--- config.mk ---
export PLATFORM = sky130hd
export DESIGN_NAME = mpc_vote
export DESIGN_NICKNAME = d
export VERILOG_FILES = /design/src/mpc_pkg.sv /design/src/mpc_vote.sv
export SDC_FILE = /design/constraint.sdc
export NUM_CORES = 1
export LEC_CHECK = 0
export BUFFER_PORTS_ARGS = -buffer_cell sky130_fd_sc_hd__buf_2
export CAP_MARGIN = 20
export CORE_UTILIZATION = 35
export CTS_CLUSTER_DIAMETER = 80
export DETAILED_ROUTE_END_ITERATION = 7
export PLACE_DENSITY = 0.58
export SLEW_MARGIN = 20
export SYNTH_ARGS = -nofsm -noshare
export SYNTH_HDL_FRONTEND = slang
export SYNTH_SLANG_ARGS = --single-unit
--- constraint.sdc ---
create_clock -name clk_i -period 5.41 [get_ports clk_i]
set_input_delay 1.082 -clock clk_i [delete_from_list [all_inputs] [get_ports clk_i]]
set_output_delay 1.082 -clock clk_i [all_outputs]
set_load 0.005 [all_outputs]
--- src/mpc_pkg.sv ---
// ----------------------------------------------------------------------------
// mpc_pkg: shared types and constants of the PWM capture block
// Request and result records that run along the channel chain, register
// indexes, command codes and the servo angle conversion.
// ----------------------------------------------------------------------------
package mpc_pkg;

  localparam int CHANNELS_DEF  = 8;
  localparam int TIME_BITS_DEF = 32;
  localparam int HISTORY_DEF   = 3;

  localparam int LEVEL_BITS    = 8;
  localparam int CHAN_BITS     = 3;
  localparam int CFG_IDX_BITS  = 2;
  localparam int CFG_DATA_BITS = 16;
  localparam int ANGLE_BITS    = 9;
  localparam int DIST_BITS     = 11;
  localparam int OUT_BITS      = 32;

  localparam logic [15:0] MAX_WIDTH_RST = 16'd1100;
  localparam logic [8:0]  TOL_RST       = 9'd10;

  // angle = floor((w - 30) * 360 / 1036); saturates once w - 30 reaches 1474
  localparam logic [15:0] ANGLE_OFFSET = 16'd30;
  localparam logic [15:0] ANGLE_SAT_D  = 16'd1474;
  // 90 * ceil(2^26 / 259), exact for every distance below the saturation point
  localparam logic [24:0] ANGLE_RECIP  = 25'd23319720;
  localparam int          ANGLE_SHIFT  = 26;
  localparam logic [8:0]  ANGLE_MAX    = 9'd511;

  typedef enum logic {
    CMD_TICK  = 1'b0,
    CMD_QUERY = 1'b1
  } cmd_e;

  typedef enum logic [CFG_IDX_BITS-1:0] {
    REG_ENABLE    = 2'd0,
    REG_MAX_WIDTH = 2'd1,
    REG_TOLERANCE = 2'd2
  } reg_e;

  typedef struct packed {
    logic                 valid;
    cmd_e                 cmd;
    logic [CHAN_BITS-1:0] channel;
  } item_t;

  typedef struct packed {
    logic                                 hit;
    logic [OUT_BITS-1:0]                  pulse_width;
    logic                                 width_valid;
    logic [OUT_BITS-1:0]                  period;
    logic                                 period_valid;
    logic [HISTORY_DEF-1:0][ANGLE_BITS-1:0] hist;
    logic                                 pend;
    logic [DIST_BITS-1:0]                 pend_dist;
    logic                                 pend_sat;
  } res_t;

  function automatic logic [ANGLE_BITS-1:0] angle_of(input logic [DIST_BITS-1:0] span,
                                                     input logic sat);
    logic [DIST_BITS+24:0] prod;
    prod = (DIST_BITS + 25)'(span) * (DIST_BITS + 25)'(ANGLE_RECIP);
    return sat ? ANGLE_MAX : prod[ANGLE_SHIFT +: ANGLE_BITS];
  endfunction

endpackage

--- src/mpc_vote.sv ---
// ----------------------------------------------------------------------------
// mpc_vote: angle voter and result register
// Completes a pending angle push for the queried channel, votes over the
// three latest angles and holds the result until the sink takes it.
// ----------------------------------------------------------------------------
module mpc_vote (
  input  logic                           clk_i,
  input  logic                           rst_ni,
  input  logic [8:0]                     tol_i,
  input  mpc_pkg::item_t                 item_i,
  input  mpc_pkg::res_t                  res_i,
  output logic                           adv_o,
  output logic                           valid_o,
  input  logic                           ready_i,
  output logic [mpc_pkg::OUT_BITS-1:0]   pulse_width_o,
  output logic                           width_valid_o,
  output logic [mpc_pkg::OUT_BITS-1:0]   period_o,
  output logic                           period_valid_o,
  output logic [mpc_pkg::ANGLE_BITS-1:0] angle_o,
  output logic                           angle_valid_o
);

  logic          aq_q;
  mpc_pkg::res_t ares_q;
  mpc_pkg::res_t ares_d;
  logic          out_valid_q;

  logic [mpc_pkg::OUT_BITS-1:0]   pw_q, per_q;
  logic                           wv_q, pv_q, av_q;
  logic [mpc_pkg::ANGLE_BITS-1:0] ang_q;

  logic [8:0] a1, a2, a3, d12, d23, d13, ang_d;
  logic [9:0] s12, s23, s13;
  logic       av_d;

  assign adv_o = !(aq_q && out_valid_q && !ready_i);

  always_comb begin
    ares_d = res_i;
    if (res_i.pend) begin
      ares_d.hist = {mpc_pkg::angle_of(res_i.pend_dist, res_i.pend_sat),
                     res_i.hist[2], res_i.hist[1]};
    end
  end

  always_comb begin
    a1  = ares_q.hist[0];
    a2  = ares_q.hist[1];
    a3  = ares_q.hist[2];
    d12 = (a1 > a2) ? a1 - a2 : a2 - a1;
    d23 = (a2 > a3) ? a2 - a3 : a3 - a2;
    d13 = (a1 > a3) ? a1 - a3 : a3 - a1;
    s12 = {1'b0, a1} + {1'b0, a2};
    s23 = {1'b0, a2} + {1'b0, a3};
    s13 = {1'b0, a1} + {1'b0, a3};
    ang_d = '0;
    av_d  = 1'b0;
    if (d12 < tol_i) begin
      ang_d = s12[9:1];
      av_d  = 1'b1;
    end else if (d23 < tol_i) begin
      ang_d = s23[9:1];
      av_d  = 1'b1;
    end else if (d13 < tol_i) begin
      ang_d = s13[9:1];
      av_d  = 1'b1;
    end
  end

  always_ff @(posedge clk_i or negedge rst_ni) begin
    if (!rst_ni) begin
      aq_q        <= 1'b0;
      out_valid_q <= 1'b0;
    end else begin
      if (adv_o) begin
        aq_q <= item_i.valid && (item_i.cmd == mpc_pkg::CMD_QUERY);
      end
      if (aq_q && adv_o) begin
        out_valid_q <= 1'b1;
      end else if (ready_i) begin
        out_valid_q <= 1'b0;
      end
    end
  end

  always_ff @(posedge clk_i) begin
    if (adv_o) begin
      ares_q <= ares_d;
    end
    if (aq_q && adv_o) begin
      // a query that found no enabled channel reports all zeros
      pw_q  <= ares_q.hit ? ares_q.pulse_width : '0;
      wv_q  <= ares_q.hit && ares_q.width_valid;
      per_q <= ares_q.hit ? ares_q.period : '0;
      pv_q  <= ares_q.hit && ares_q.period_valid;
      ang_q <= ares_q.hit ? ang_d : '0;
      av_q  <= ares_q.hit && av_d;
    end
  end

  assign valid_o        = out_valid_q;
  assign pulse_width_o  = pw_q;
  assign width_valid_o  = wv_q;
  assign period_o       = per_q;
  assign period_valid_o = pv_q;
  assign angle_o        = ang_q;
  assign angle_valid_o  = av_q;

endmodule

==> results.yml <==
clocking:
  cts_buffer_depth: 2
  cts.sinks: 172
  h-tree-depth: 4
  holdBufCountCts: 0
  clkTransAtPathRegs_ns: 0.07
  cts_tree: "built"
  cts_buffers: 17
  clk_latency_ns: 0.44
  cts_root_buffer: "clkbuf_16"
power_and_ir_drop:
  p_leak_nw: 7.67
  ir_drop_uv: 233
  pwr-share-clk_pct: 16.9
  switchingPower_w: 0.00302
  p_int_w: 0.00413
  switching_share_pct: 42.3
  seqPwrFrac_pct: 24.2
  p_per_area_nw_per_um2: 435
  combPwrFrac_pct: 58.9
setup_path:
  startpoint_type: "input pin"
  rrSetupSlack_ns: 0.34
  r2r_end: "angle_o[4]$_SDFFCE_PN0P_"
  setup.worst_path.end_class: "flop"
  cp.arrival_ns: 5.49
  cp_max_fo: 3
  critical_path_required_ns: 5.68
  r2r-start: "a1[7]$_DFFE_PN_"
  reg2regPathDepth: 17
  critPathKind: "in2reg"
layout:
  seq_area_um2: 5150
  fill_cells: 3788
  final_layout_size_suffix_gt1_share_pct: 24.4
  layout.nets: 1881
  n_antenna_cell: 0
  final_util_pct: 42.5
  multiInputGateArea_um2: 7790
  area_growth_pct: 19.7
job:
  cap_violations: 0
floorplanning:
  start_util_pct: 35.5
  boundaryPins: 202
  die-area_um2: 40100
  rows: 72
  core_um2: 38700
  die_y_um: 200
  die_x_um: 200
grt:
  grt_start_max_net_pins: 76
  grt_use_total_pct: 17.2
  overflow: 0
  grt_pass1_wl_um: 54000
  antenna_found_initial: 0
  grt_pass1_vias: 10000
min_path:
  hold_path_class: "in2async"
timing:
  relSlewSlack_pct: 33.5
  fmax_mhz: 192
  fin_skew_ns: 0.0210
  worstMarginPinSlew_ns: 0.997
  finalWorstSetupSlack_ns: 0.190
  finalCritPeriodShare_pct: 96.5
  final-hold-violation-count: 0
  period_minus_slack_ns: 5.22
  slew_violations: 0
  setup_viol_count_final: 0
route:
  wl_per_cell_um: 17.1
  first_pass_iters: 5
  drt-total-wl_um: 34400
  drt-initial-drc-count: 482
  vias: 9700
  drcViolationCount: 0
  viasPerCell: 4.82
  ant_nets: 0
logic_synthesis:
  netlist_area_um2: 13700
  yosys-top-cells-count: "ha_1 (204), inv_1 (196), edfxtp_1 (170), a21oi_1 (75), and2_1 (71)"
  synth_flop_cell: "edfxtp_1"
  yosysUniqueCellTypes: 78
  synth_edf_count: 170
  yosysMostFrequentCell: "ha_1"
  synth_top_cell_by_area: "edfxtp_1"
  synth_sequential_area_ratio_pct: 37.5
  synth_nets: 1623
  synth_top_area_share_pct: 37.1
  ys_ff_latch: 172
  synthTopCellsByArea: "edfxtp_1 (37%), ha_1 (19%), fa_1 (10%)"
  async_reset_ff_share_pct: 1.16
  yosysWarningCount: 0
  syn_avg_cell_area_um2: 11.2
  synth_cells: 1225
place:
  place.gp.congestion: 0.891
  dpl.hpwl_um: 27900
  post-place-ws_ns: -0.387
  io_buffers: 198
outcome:
  status: "finished clean"
flip-flops by register name, summed over array words and instances (netlist names), 9 cells and up:
signal / count
period_o: 32
a1: 9
pulse_width_o: 32
angle_o: 9
ares_q: 67
a2: 9
a3: 9
placed cells by master, fill, tap and decap left out, types with 27 or more instances in the layout:
cell type  synthesis  layout
buf_4              4      72
edfxtp_1         170     170
fa_1              70      67
inv_1            196     196
o21ai_0           27      27
and2_1            71      70
xnor2_1           28      28
ha_1             204     201
nor2_1            45      44
buf_2             10     197
nand2_1           31      31
a21oi_1           75      71
cell type report:
type	instances	area share (%)
clock buffer	18	2.61
clock inverter	14	0.882
inverter	197	4.49
multi-input combinational	825	47.4
sequential	172	31.3
tap	518	3.94
timing repair buffer	270	9.40
power groups by stage:
stage | clock [W] | sequential [W] | combinational, W
floorplan | 0 | 0.00174 | 0.00282
global placement | 0 | 0.00176 | 0.00402
detailed placement | 0 | 0.00176 | 0.00407
CTS | 0.00124 | 0.00173 | 0.00411
global route | 0.00129 | 0.00175 | 0.00473
finish | 0.00121 | 0.00173 | 0.00422
how the worst max path moves through the flow:
stage | from | end | slack (ns) | cells past startpoint
after global placement | res_i[9] | a3[1]$_DFFE_PN_ | -0.38 | 19
final | res_i[5] | a3[8]$_DFFE_PN_ | 0.19 | 19
after detailed placement | res_i[3] | a3[8]$_DFFE_PN_ | -0.39 | 19
after global routing | res_i[9] | a3[8]$_DFFE_PN_ | -0.03 | 20
after floorplan | res_i[9] | a3[5]$_DFFE_PN_ | 0.04 | 17
after CTS | res_i[3] | a3[8]$_DFFE_PN_ | 0.06 | 19
stage by stage:
| stage | total power (W) | TNS (ns) | hold WS (ns) | instances | area, um2 |
|---|---|---|---|---|---|
| 4_1_cts | 0.00708 | 0 | 0.405 | 2014 | 16400 |
| 3_5_place_dp | 0.00583 | -3.15 | 0.478 | 1982 | 15800 |
| 2_1_floorplan | 0.00456 | 0 | 0.449 | 1225 | 13700 |
| 6_report | 0.00715 | 0 | 0.426 | 2014 | 16500 |
| 5_1_grt | 0.00777 | -0.0365 | 0.406 | 2014 | 16500 |
| 3_3_place_gp | 0.00577 | -2.80 | 0.469 | 1982 | 15800 |
cells by family (layout without fill, tap and decap cells):
group | after synthesis | in the layout | share of synthesized area (%)
XOR/XNOR | 50 | 50 | 3.19
multiplexers | 41 | 41 | 3.19
buffers and inverters | 228 | 499 | 6.59
AO/OA/AOI/OAI | 225 | 225 | 11.3
AND/OR/NAND/NOR | 235 | 235 | 9.47
adder cells (fa/ha/maj) | 274 | 274 | 28.8
flip-flops | 172 | 172 | 37.5
worst max-delay path, stage by stage:
cell and delay (ns):
buf_2 0.11, fa_1 0.57, inv_1 0.06, fa_1 0.47, inv_1 0.05, fa_2 0.34, fa_1 0.50, inv_1 0.05
fa_1 0.52, inv_1 0.05, ha_1 0.31, a21oi_2 0.18, o211ai_1 0.12, a41oi_2 0.21, o31ai_4 0.12, o31ai_2 0.25
buf_4 0.16, mux2i_1 0.16, nor3b_2 0.16
per-layer routing:
metal,vias to the layer above,GRT usage [%],share of wire (%)
met5,-,0,0
met4,0,5.03,1.9
met3,35,1.72,2.5
met2,170,31.3,51
met1,4715,21.4,44
li1,4780,-,-
what timing repair did:
item | in CTS | in global routing
setup endpoints to repair | 0 | 9
gates resized for setup | 0 | 20
buffers inserted | 0 | 0
Power figures use the tool's default switching activity.
