===== src/mpc_pkg.sv =====
// ----------------------------------------------------------------------------
// mpc_pkg: shared types and constants of the PWM capture block
// Request and result records that run along the channel chain, register
// indexes, command codes and the servo angle conversion.
// ----------------------------------------------------------------------------
package mpc_pkg;

  localparam int CHANNELS_DEF  = 8;
  localparam int TIME_BITS_DEF = 32;
  localparam int HISTORY_DEF   = 3;

  localparam int LEVEL_BITS    = 8;
  localparam int CHAN_BITS     = 3;
  localparam int CFG_IDX_BITS  = 2;
  localparam int CFG_DATA_BITS = 16;
  localparam int ANGLE_BITS    = 9;
  localparam int DIST_BITS     = 11;
  localparam int OUT_BITS      = 32;

  localparam logic [15:0] MAX_WIDTH_RST = 16'd1100;
  localparam logic [8:0]  TOL_RST       = 9'd10;

  // angle = floor((w - 30) * 360 / 1036); saturates once w - 30 reaches 1474
  localparam logic [15:0] ANGLE_OFFSET = 16'd30;
  localparam logic [15:0] ANGLE_SAT_D  = 16'd1474;
  // 90 * ceil(2^26 / 259), exact for every distance below the saturation point
  localparam logic [24:0] ANGLE_RECIP  = 25'd23319720;
  localparam int          ANGLE_SHIFT  = 26;
  localparam logic [8:0]  ANGLE_MAX    = 9'd511;

  typedef enum logic {
    CMD_TICK  = 1'b0,
    CMD_QUERY = 1'b1
  } cmd_e;

  typedef enum logic [CFG_IDX_BITS-1:0] {
    REG_ENABLE    = 2'd0,
    REG_MAX_WIDTH = 2'd1,
    REG_TOLERANCE = 2'd2
  } reg_e;

  typedef struct packed {
    logic                 valid;
    cmd_e                 cmd;
    logic [CHAN_BITS-1:0] channel;
  } item_t;

  typedef struct packed {
    logic                                 hit;
    logic [OUT_BITS-1:0]                  pulse_width;
    logic                                 width_valid;
    logic [OUT_BITS-1:0]                  period;
    logic                                 period_valid;
    logic [HISTORY_DEF-1:0][ANGLE_BITS-1:0] hist;
    logic                                 pend;
    logic [DIST_BITS-1:0]                 pend_dist;
    logic                                 pend_sat;
  } res_t;

  function automatic logic [ANGLE_BITS-1:0] angle_of(input logic [DIST_BITS-1:0] span,
                                                     input logic sat);
    logic [DIST_BITS+24:0] prod;
    prod = (DIST_BITS + 25)'(span) * (DIST_BITS + 25)'(ANGLE_RECIP);
    return sat ? ANGLE_MAX : prod[ANGLE_SHIFT +: ANGLE_BITS];
  endfunction

endpackage


===== src/mpc_cell.sv =====
// ----------------------------------------------------------------------------
// mpc_cell: capture cell of one channel
// Holds the edge times, level and angle history of its channel, applies each
// passing request to them and hands the request on to the next cell.
// ----------------------------------------------------------------------------
module mpc_cell #(
  parameter int IDX       = 0,
  parameter int TIME_BITS = mpc_pkg::TIME_BITS_DEF
) (
  input  logic                           clk_i,
  input  logic                           rst_ni,
  input  logic                           adv_i,
  input  logic                           en_i,
  input  logic                           load_i,
  input  logic [TIME_BITS-1:0]           time_i,
  input  logic [15:0]                    max_width_i,
  input  mpc_pkg::item_t                 item_i,
  input  logic [TIME_BITS-1:0]           stamp_i,
  input  logic [mpc_pkg::LEVEL_BITS-1:0] levels_i,
  input  mpc_pkg::res_t                  res_i,
  output mpc_pkg::item_t                 item_o,
  output logic [TIME_BITS-1:0]           stamp_o,
  output logic [mpc_pkg::LEVEL_BITS-1:0] levels_o,
  output mpc_pkg::res_t                  res_o
);

  localparam int DB = (TIME_BITS < 32) ? TIME_BITS : 32;

  logic [TIME_BITS-1:0] rise_q, earl_q, fall_q;
  logic [mpc_pkg::HISTORY_DEF-1:0][mpc_pkg::ANGLE_BITS-1:0] hist_q;
  logic                            pend_q, pend_d;
  logic [mpc_pkg::DIST_BITS-1:0]   pdist_q, pdist_d;
  logic                            psat_q, psat_d;
  logic                            prev_q;
  mpc_pkg::item_t                  item_q;
  logic [TIME_BITS-1:0]            stamp_q;
  logic [mpc_pkg::LEVEL_BITS-1:0]  levels_q;
  mpc_pkg::res_t                   res_q, res_d;

  logic [31:0]          lv_ext;
  logic                 lvl, tick, chg, rise_ev, fall_ev, hit;
  logic [TIME_BITS-1:0] wf, wq, pq;
  logic [DB-1:0]        wf_t, wq_t, pq_t;
  logic                 wf_ok;
  logic [15:0]          dd;

  assign lv_ext = 32'(levels_i);

  always_comb begin
    lvl     = lv_ext[IDX];
    tick    = item_i.valid && (item_i.cmd == mpc_pkg::CMD_TICK);
    chg     = en_i && (lvl != prev_q);
    rise_ev = tick && chg && lvl;
    fall_ev = tick && chg && !lvl;
    hit     = item_i.valid && (item_i.cmd == mpc_pkg::CMD_QUERY) && en_i &&
              ({2'b00, item_i.channel} == 5'(IDX));

    wf    = stamp_i - rise_q;
    wf_t  = wf[DB-1:0];
    wf_ok = !wf_t[DB-1] && (wf_t <= DB'(max_width_i));
    dd    = wf_t[15:0] - mpc_pkg::ANGLE_OFFSET;
    if (wf_t[15:0] < mpc_pkg::ANGLE_OFFSET) begin
      pdist_d = '0;
      psat_d  = 1'b0;
    end else begin
      pdist_d = dd[mpc_pkg::DIST_BITS-1:0];
      psat_d  = dd >= mpc_pkg::ANGLE_SAT_D;
    end
    pend_d = fall_ev && wf_ok;

    wq   = fall_q - rise_q;
    pq   = rise_q - earl_q;
    wq_t = wq[DB-1:0];
    pq_t = pq[DB-1:0];

    res_d = res_i;
    if (hit) begin
      res_d.hit          = 1'b1;
      res_d.pulse_width  = 32'(wq_t);
      res_d.width_valid  = !wq_t[DB-1] && (wq_t <= DB'(max_width_i));
      res_d.period       = 32'(pq_t);
      res_d.period_valid = !pq_t[DB-1];
      res_d.hist         = hist_q;
      res_d.pend         = pend_q;
      res_d.pend_dist    = pdist_q;
      res_d.pend_sat     = psat_q;
    end
  end

  always_ff @(posedge clk_i or negedge rst_ni) begin
    if (!rst_ni) begin
      rise_q <= '0;
      earl_q <= '0;
      fall_q <= '0;
      hist_q <= '0;
      pend_q <= 1'b0;
      prev_q <= 1'b1;
      item_q <= '0;
    end else begin
      if (load_i) begin
        earl_q <= time_i;
      end
      if (adv_i) begin
        item_q <= item_i;
        if (pend_q) begin
          hist_q <= {mpc_pkg::angle_of(pdist_q, psat_q), hist_q[2], hist_q[1]};
        end
        pend_q <= pend_d;
        if (tick) begin
          prev_q <= lvl;
        end
        if (rise_ev) begin
          earl_q <= rise_q;
          rise_q <= stamp_i;
        end
        if (fall_ev) begin
          fall_q <= stamp_i;
        end
      end
    end
  end

  always_ff @(posedge clk_i) begin
    if (adv_i) begin
      stamp_q  <= stamp_i;
      levels_q <= levels_i;
      res_q    <= res_d;
      if (pend_d) begin
        pdist_q <= pdist_d;
        psat_q  <= psat_d;
      end
    end
  end

  assign item_o   = item_q;
  assign stamp_o  = stamp_q;
  assign levels_o = levels_q;
  assign res_o    = res_q;

endmodule


===== config.mk =====
export PLATFORM = sky130hd
export DESIGN_NAME = mpc_cell
export DESIGN_NICKNAME = d
export VERILOG_FILES = /design/src/mpc_pkg.sv /design/src/mpc_cell.sv
export SDC_FILE = /design/constraint.sdc
export NUM_CORES = 1
export LEC_CHECK = 0
export ABC_CLOCK_PERIOD_IN_PS = 5400
export BUFFER_PORTS_ARGS = -buffer_cell sky130_fd_sc_hd__buf_2
export CELL_PAD_IN_SITES_DETAIL_PLACEMENT = 1
export CELL_PAD_IN_SITES_GLOBAL_PLACEMENT = 2
export CORE_MARGIN = 4
export CORE_UTILIZATION = 25
export DETAILED_ROUTE_END_ITERATION = 10
export PLACE_DENSITY = 0.74
export RECOVER_POWER = 50
export SKIP_LAST_GASP = 1
export SLEW_MARGIN = 20
export SYNTH_ARGS = -nofsm -noshare
export SYNTH_HDL_FRONTEND = slang
export SYNTH_SLANG_ARGS = --single-unit

===== constraint.sdc =====
create_clock -name clk_i -period 5.4 [get_ports clk_i]
set_input_delay 0.54 -clock clk_i [delete_from_list [all_inputs] [get_ports clk_i]]
set_output_delay 0.54 -clock clk_i [all_outputs]
set_load 0.01 [all_outputs]

==> summary.md <==
| Metric | Value |
|---|---|
| DPL Wire Length | `between 60000 and 70000 µm` |
| CP Capture Type | `flip-flop` |
| Worst hold path type | `in -> reg` |
| CP max FO | `2` |
| Vias/cell | `roughly 4.7` |
| Chip height | `~300 µm` |
| Drt first pass iters | `6` |
| Clock buffer depth | `3` |
| Min Tclk post-route | `about 5300 ps` |
| Place WS | `-109 ps` |
| GR peak layer | `met2` |
| Logic pwr share | `45.0%` |
| Post-Syn Nets | `between 2000 and 3000` |
| Yosys warnings | `0` |
| Register share of total power | `28.9%` |
| TritonCTS clock tree | `built` |
| Horiz. Die Dim | `between 200 and 300 µm` |
| CP Data Arrival Time | `approximately 5700 ps` |
| Netlist cell types | `just over 80` |
| Slew Limit Fails | `approximately 320` |
| CP required | `a little under 6000 ps` |
| Worst R2R End | `hist_q[20]` |
| Internal power | `between 5 and 6 mW` |
| P&R area growth vs syn | `21.6%` |
| Final setup violation count | `0` |
| Reg2reg path depth | `19` |
| Vias | `17900` |
| Layout Nets | `between 3000 and 4000` |
| Multi-input gate area | `roughly 12000 µm²` |
| Hold Crit Start | `levels_i[7]` |
| Worst-Skew Late Latency | `approximately 580 ps` |
| CP Launch Type | `flip-flop` |
| Root Driver | `clkbuf_16` |
| Fill count | `a little under 10000` |
| Max Clock Skew | `around 35 ps` |
| Reg area | `~8000 µm²` |
| Layout cells sized above 1 | `between 10% and 20%` |
| Max Cap Viol | `4` |
| Max VDD drop | `~210 µV` |
| Slew @ Worst Pin | `4550 ps` |
| Synth Flop Type | `edfxtp_1` |
| Global placement routability congestion | `between 0.8 and 0.9` |
| Most common cell after layout, fill and taps aside | `nand2_1` |
| Failing checks | `max-capacitance violations, max-slew violations` |
| Final hold vios | `0` |
| Antenna-violating nets left | `0` |
| Post-synthesis sequential area ratio | `~38%` |
| Outcome | `complete, but fails checks` |
| Initial antenna violation count | `17` |
| Clock transition at path regs | `60 ps` |
| CORE AREA | `~84000 µm²` |
| Most frequent cells in the layout | `394 x nand2_1, 262 x buf_2, 231 x inv_1` |
| Synthesized area | `roughly 21000 µm²` |
| Slew headroom | `-203%` |
| Reg-to-reg slack, setup | `roughly 120 ps` |
| Total CTS buffers | `40` |
| Fmax | `approximately 190 MHz` |
| Routed len/inst | `just over 20 µm` |
| Met2 Resource Use GR | `around 30%` |
| Synth Register Bits | `roughly 290` |
| Clock power share | `between 20% and 30%` |
| Global routing usage on met1 | `a little over a fifth` |
| Synth Instances | `around 2200` |
| Sw frac | `~41%` |
| Drt drc | `0` |
| Pwr dens | `383 nW/µm²` |
| Post-route setup slack | `118 ps` |
| Initial Util | `25.3%` |
| Syn avg cell area | `9.45 µm²` |
| CTS sink cnt | `between 200 and 300` |
| Largest net degree at the start of global routing | `roughly 130` |
| Detailed router's first-iteration violation count | `between 800 and 900` |
| Post-synth EDFFs | `roughly 160` |
| Final period utilization | `97.8%` |
| First-pass GRT wire length | `118000 µm` |
| GRT Total Usage | `17.0%` |
| Reg-to-Reg Start | `pdist_q[4]` |
| # IOs | `roughly 360` |
| Leakage | `between 10 and 15 nW` |
| Die ar. | `between 80000 and 90000 µm²` |
| Unrepaired setup endpoints after global routing | `yes` |
| Async SR Flop Fraction | `45.0%` |
| Sw Pwr | `4.05 mW` |
| GRT met3 Usage | `under 10%` |
| Gr ovfl total | `0` |
| Final setup TNS | `0 ps` |
| Hold Path Stages | `1` |
| Total Power | `about 9.9 mW` |
| Hold Crit Endpoint | `levels_o[7]` |
| Num rows | `between 100 and 150` |
| Setup CP Type | `reg -> reg` |
| Number of global-route vias before repair | `~20000` |
| H-tree depth | `2` |
| Port Buffers | `about 360` |
| Final wirelength | `78100 µm` |
[per-layer routing]
layer	routed length (µm)	vias up
li1	-	8602
met1	33500	8818
met2	37700	385
met3	4580	100
met4	2180	14
met5	93	-
[stage by stage]
step / utilization (%) / area (µm²) / instances / hold slack, ps
finish: 30.8 / 25800 / 3789 / 159
global route: 30.7 / 25800 / 3781 / 135
CTS: 30.6 / 25700 / 3765 / 89.7
detailed placement: 29.1 / 24400 / 3691 / 471
global placement: 29.1 / 24400 / 3691 / 462
floorplan: - / 21200 / 2243 / 244
[cells by family (layout without fill, tap and decap cells)]
family	count (synthesis)	in the layout	synth area share, %
compound gates	505	505	15.3
xor+xnor	83	83	3.43
fa+ha+maj	292	292	19.5
buf+inv	305	708	5.42
flops	289	289	37.9
mux	81	81	4.09
other cells	0	9	0
simple gates	688	688	14.5
[flip-flops by register name, summed over array words and instances, names as in the netlist, 8 cells and up]
signal    flops
hist_q       27
rise_q       32
earl_q       32
stamp_o      32
res_o       107
pdist_q      11
levels_o      8
fall_q       32
[synthesized netlist by cell type (17+ instances only)]
| master | count | area, µm² |
|---|---|---|
| a211oi_1 | 20 | 150 |
| a21o_1 | 46 | 345 |
| a21oi_1 | 113 | 566 |
| clkbuf_1 | 60 | 225 |
| dfrtp_1 | 129 | 3230 |
| edfxtp_1 | 159 | 4770 |
| fa_1 | 64 | 1280 |
| ha_1 | 228 | 2850 |
| inv_1 | 236 | 886 |
| mux2_2 | 45 | 507 |
| mux2i_1 | 36 | 360 |
| nand2_1 | 394 | 1480 |
| nand2b_1 | 21 | 131 |
| nand3_1 | 32 | 160 |
| nand4_1 | 17 | 106 |
| nor2_1 | 102 | 383 |
| nor3_1 | 26 | 130 |
| o21a_1 | 26 | 195 |
| o21ai_0 | 159 | 796 |
| xnor2_1 | 44 | 385 |
| xor2_1 | 39 | 342 |
[critical path: stages, from the launching register on]
cell and delay (ps):
edfxtp_1 420, fa_1 590, inv_2 50, fa_1 510
inv_2 40, fa_1 510, inv_2 40, fa_1 480
fa_1 570, inv_2 50, ha_4 240, and3_4 170
a221oi_2 290, nor2b_1 90, o21a_1 220, o31ai_4 300
a31oi_2 160, a21oi_2 160, xor2_1 150, a21oi_1 80
[worst max-delay path by stage]
| stage | slack [ps] | cells past startpoint | to | startpoint |
|---|---|---|---|---|
| final | 120 | 19 | hist_q[20] | pdist_q[4] |
| after global routing | -40 | 20 | hist_q[26] | pdist_q[8] |
| after CTS | 50 | 20 | hist_q[25] | pdist_q[2] |
| after detailed placement | -110 | 19 | hist_q[20] | pdist_q[2] |
| after global placement | 30 | 19 | hist_q[20] | pdist_q[2] |
| after floorplan | 100 | 19 | pdist_q[0] | stamp_i[0] |
[final cells by class]
cell class / instances / share of cell area (%)
antenna: 9 / 0.0874
sequential: 289 / 31.1
inverter: 236 / 3.44
clock inverter: 23 / 0.689
clock buffer: 51 / 4.16
timing repair buffer: 398 / 7.74
multi-input combinational: 1649 / 47.2
tap: 1134 / 5.50
[power groups by stage]
stage | clock network, mW | registers, mW | logic (mW)
floorplan | 0 | 2.84 | 2.95
global placement | 0 | 2.89 | 4.33
detailed placement | 0 | 2.90 | 4.45
CTS | 2.70 | 2.86 | 4.49
global route | 2.79 | 2.88 | 4.95
finish | 2.58 | 2.85 | 4.44
[what timing repair did]
item	in CTS	in global routing
resized for setup	2	28
pin swaps	0	18
setup endpoints to repair	2	18
hold buffers	0	0
buffers inserted	0	15
Note: power is estimated with default switching activity, not from simulation.
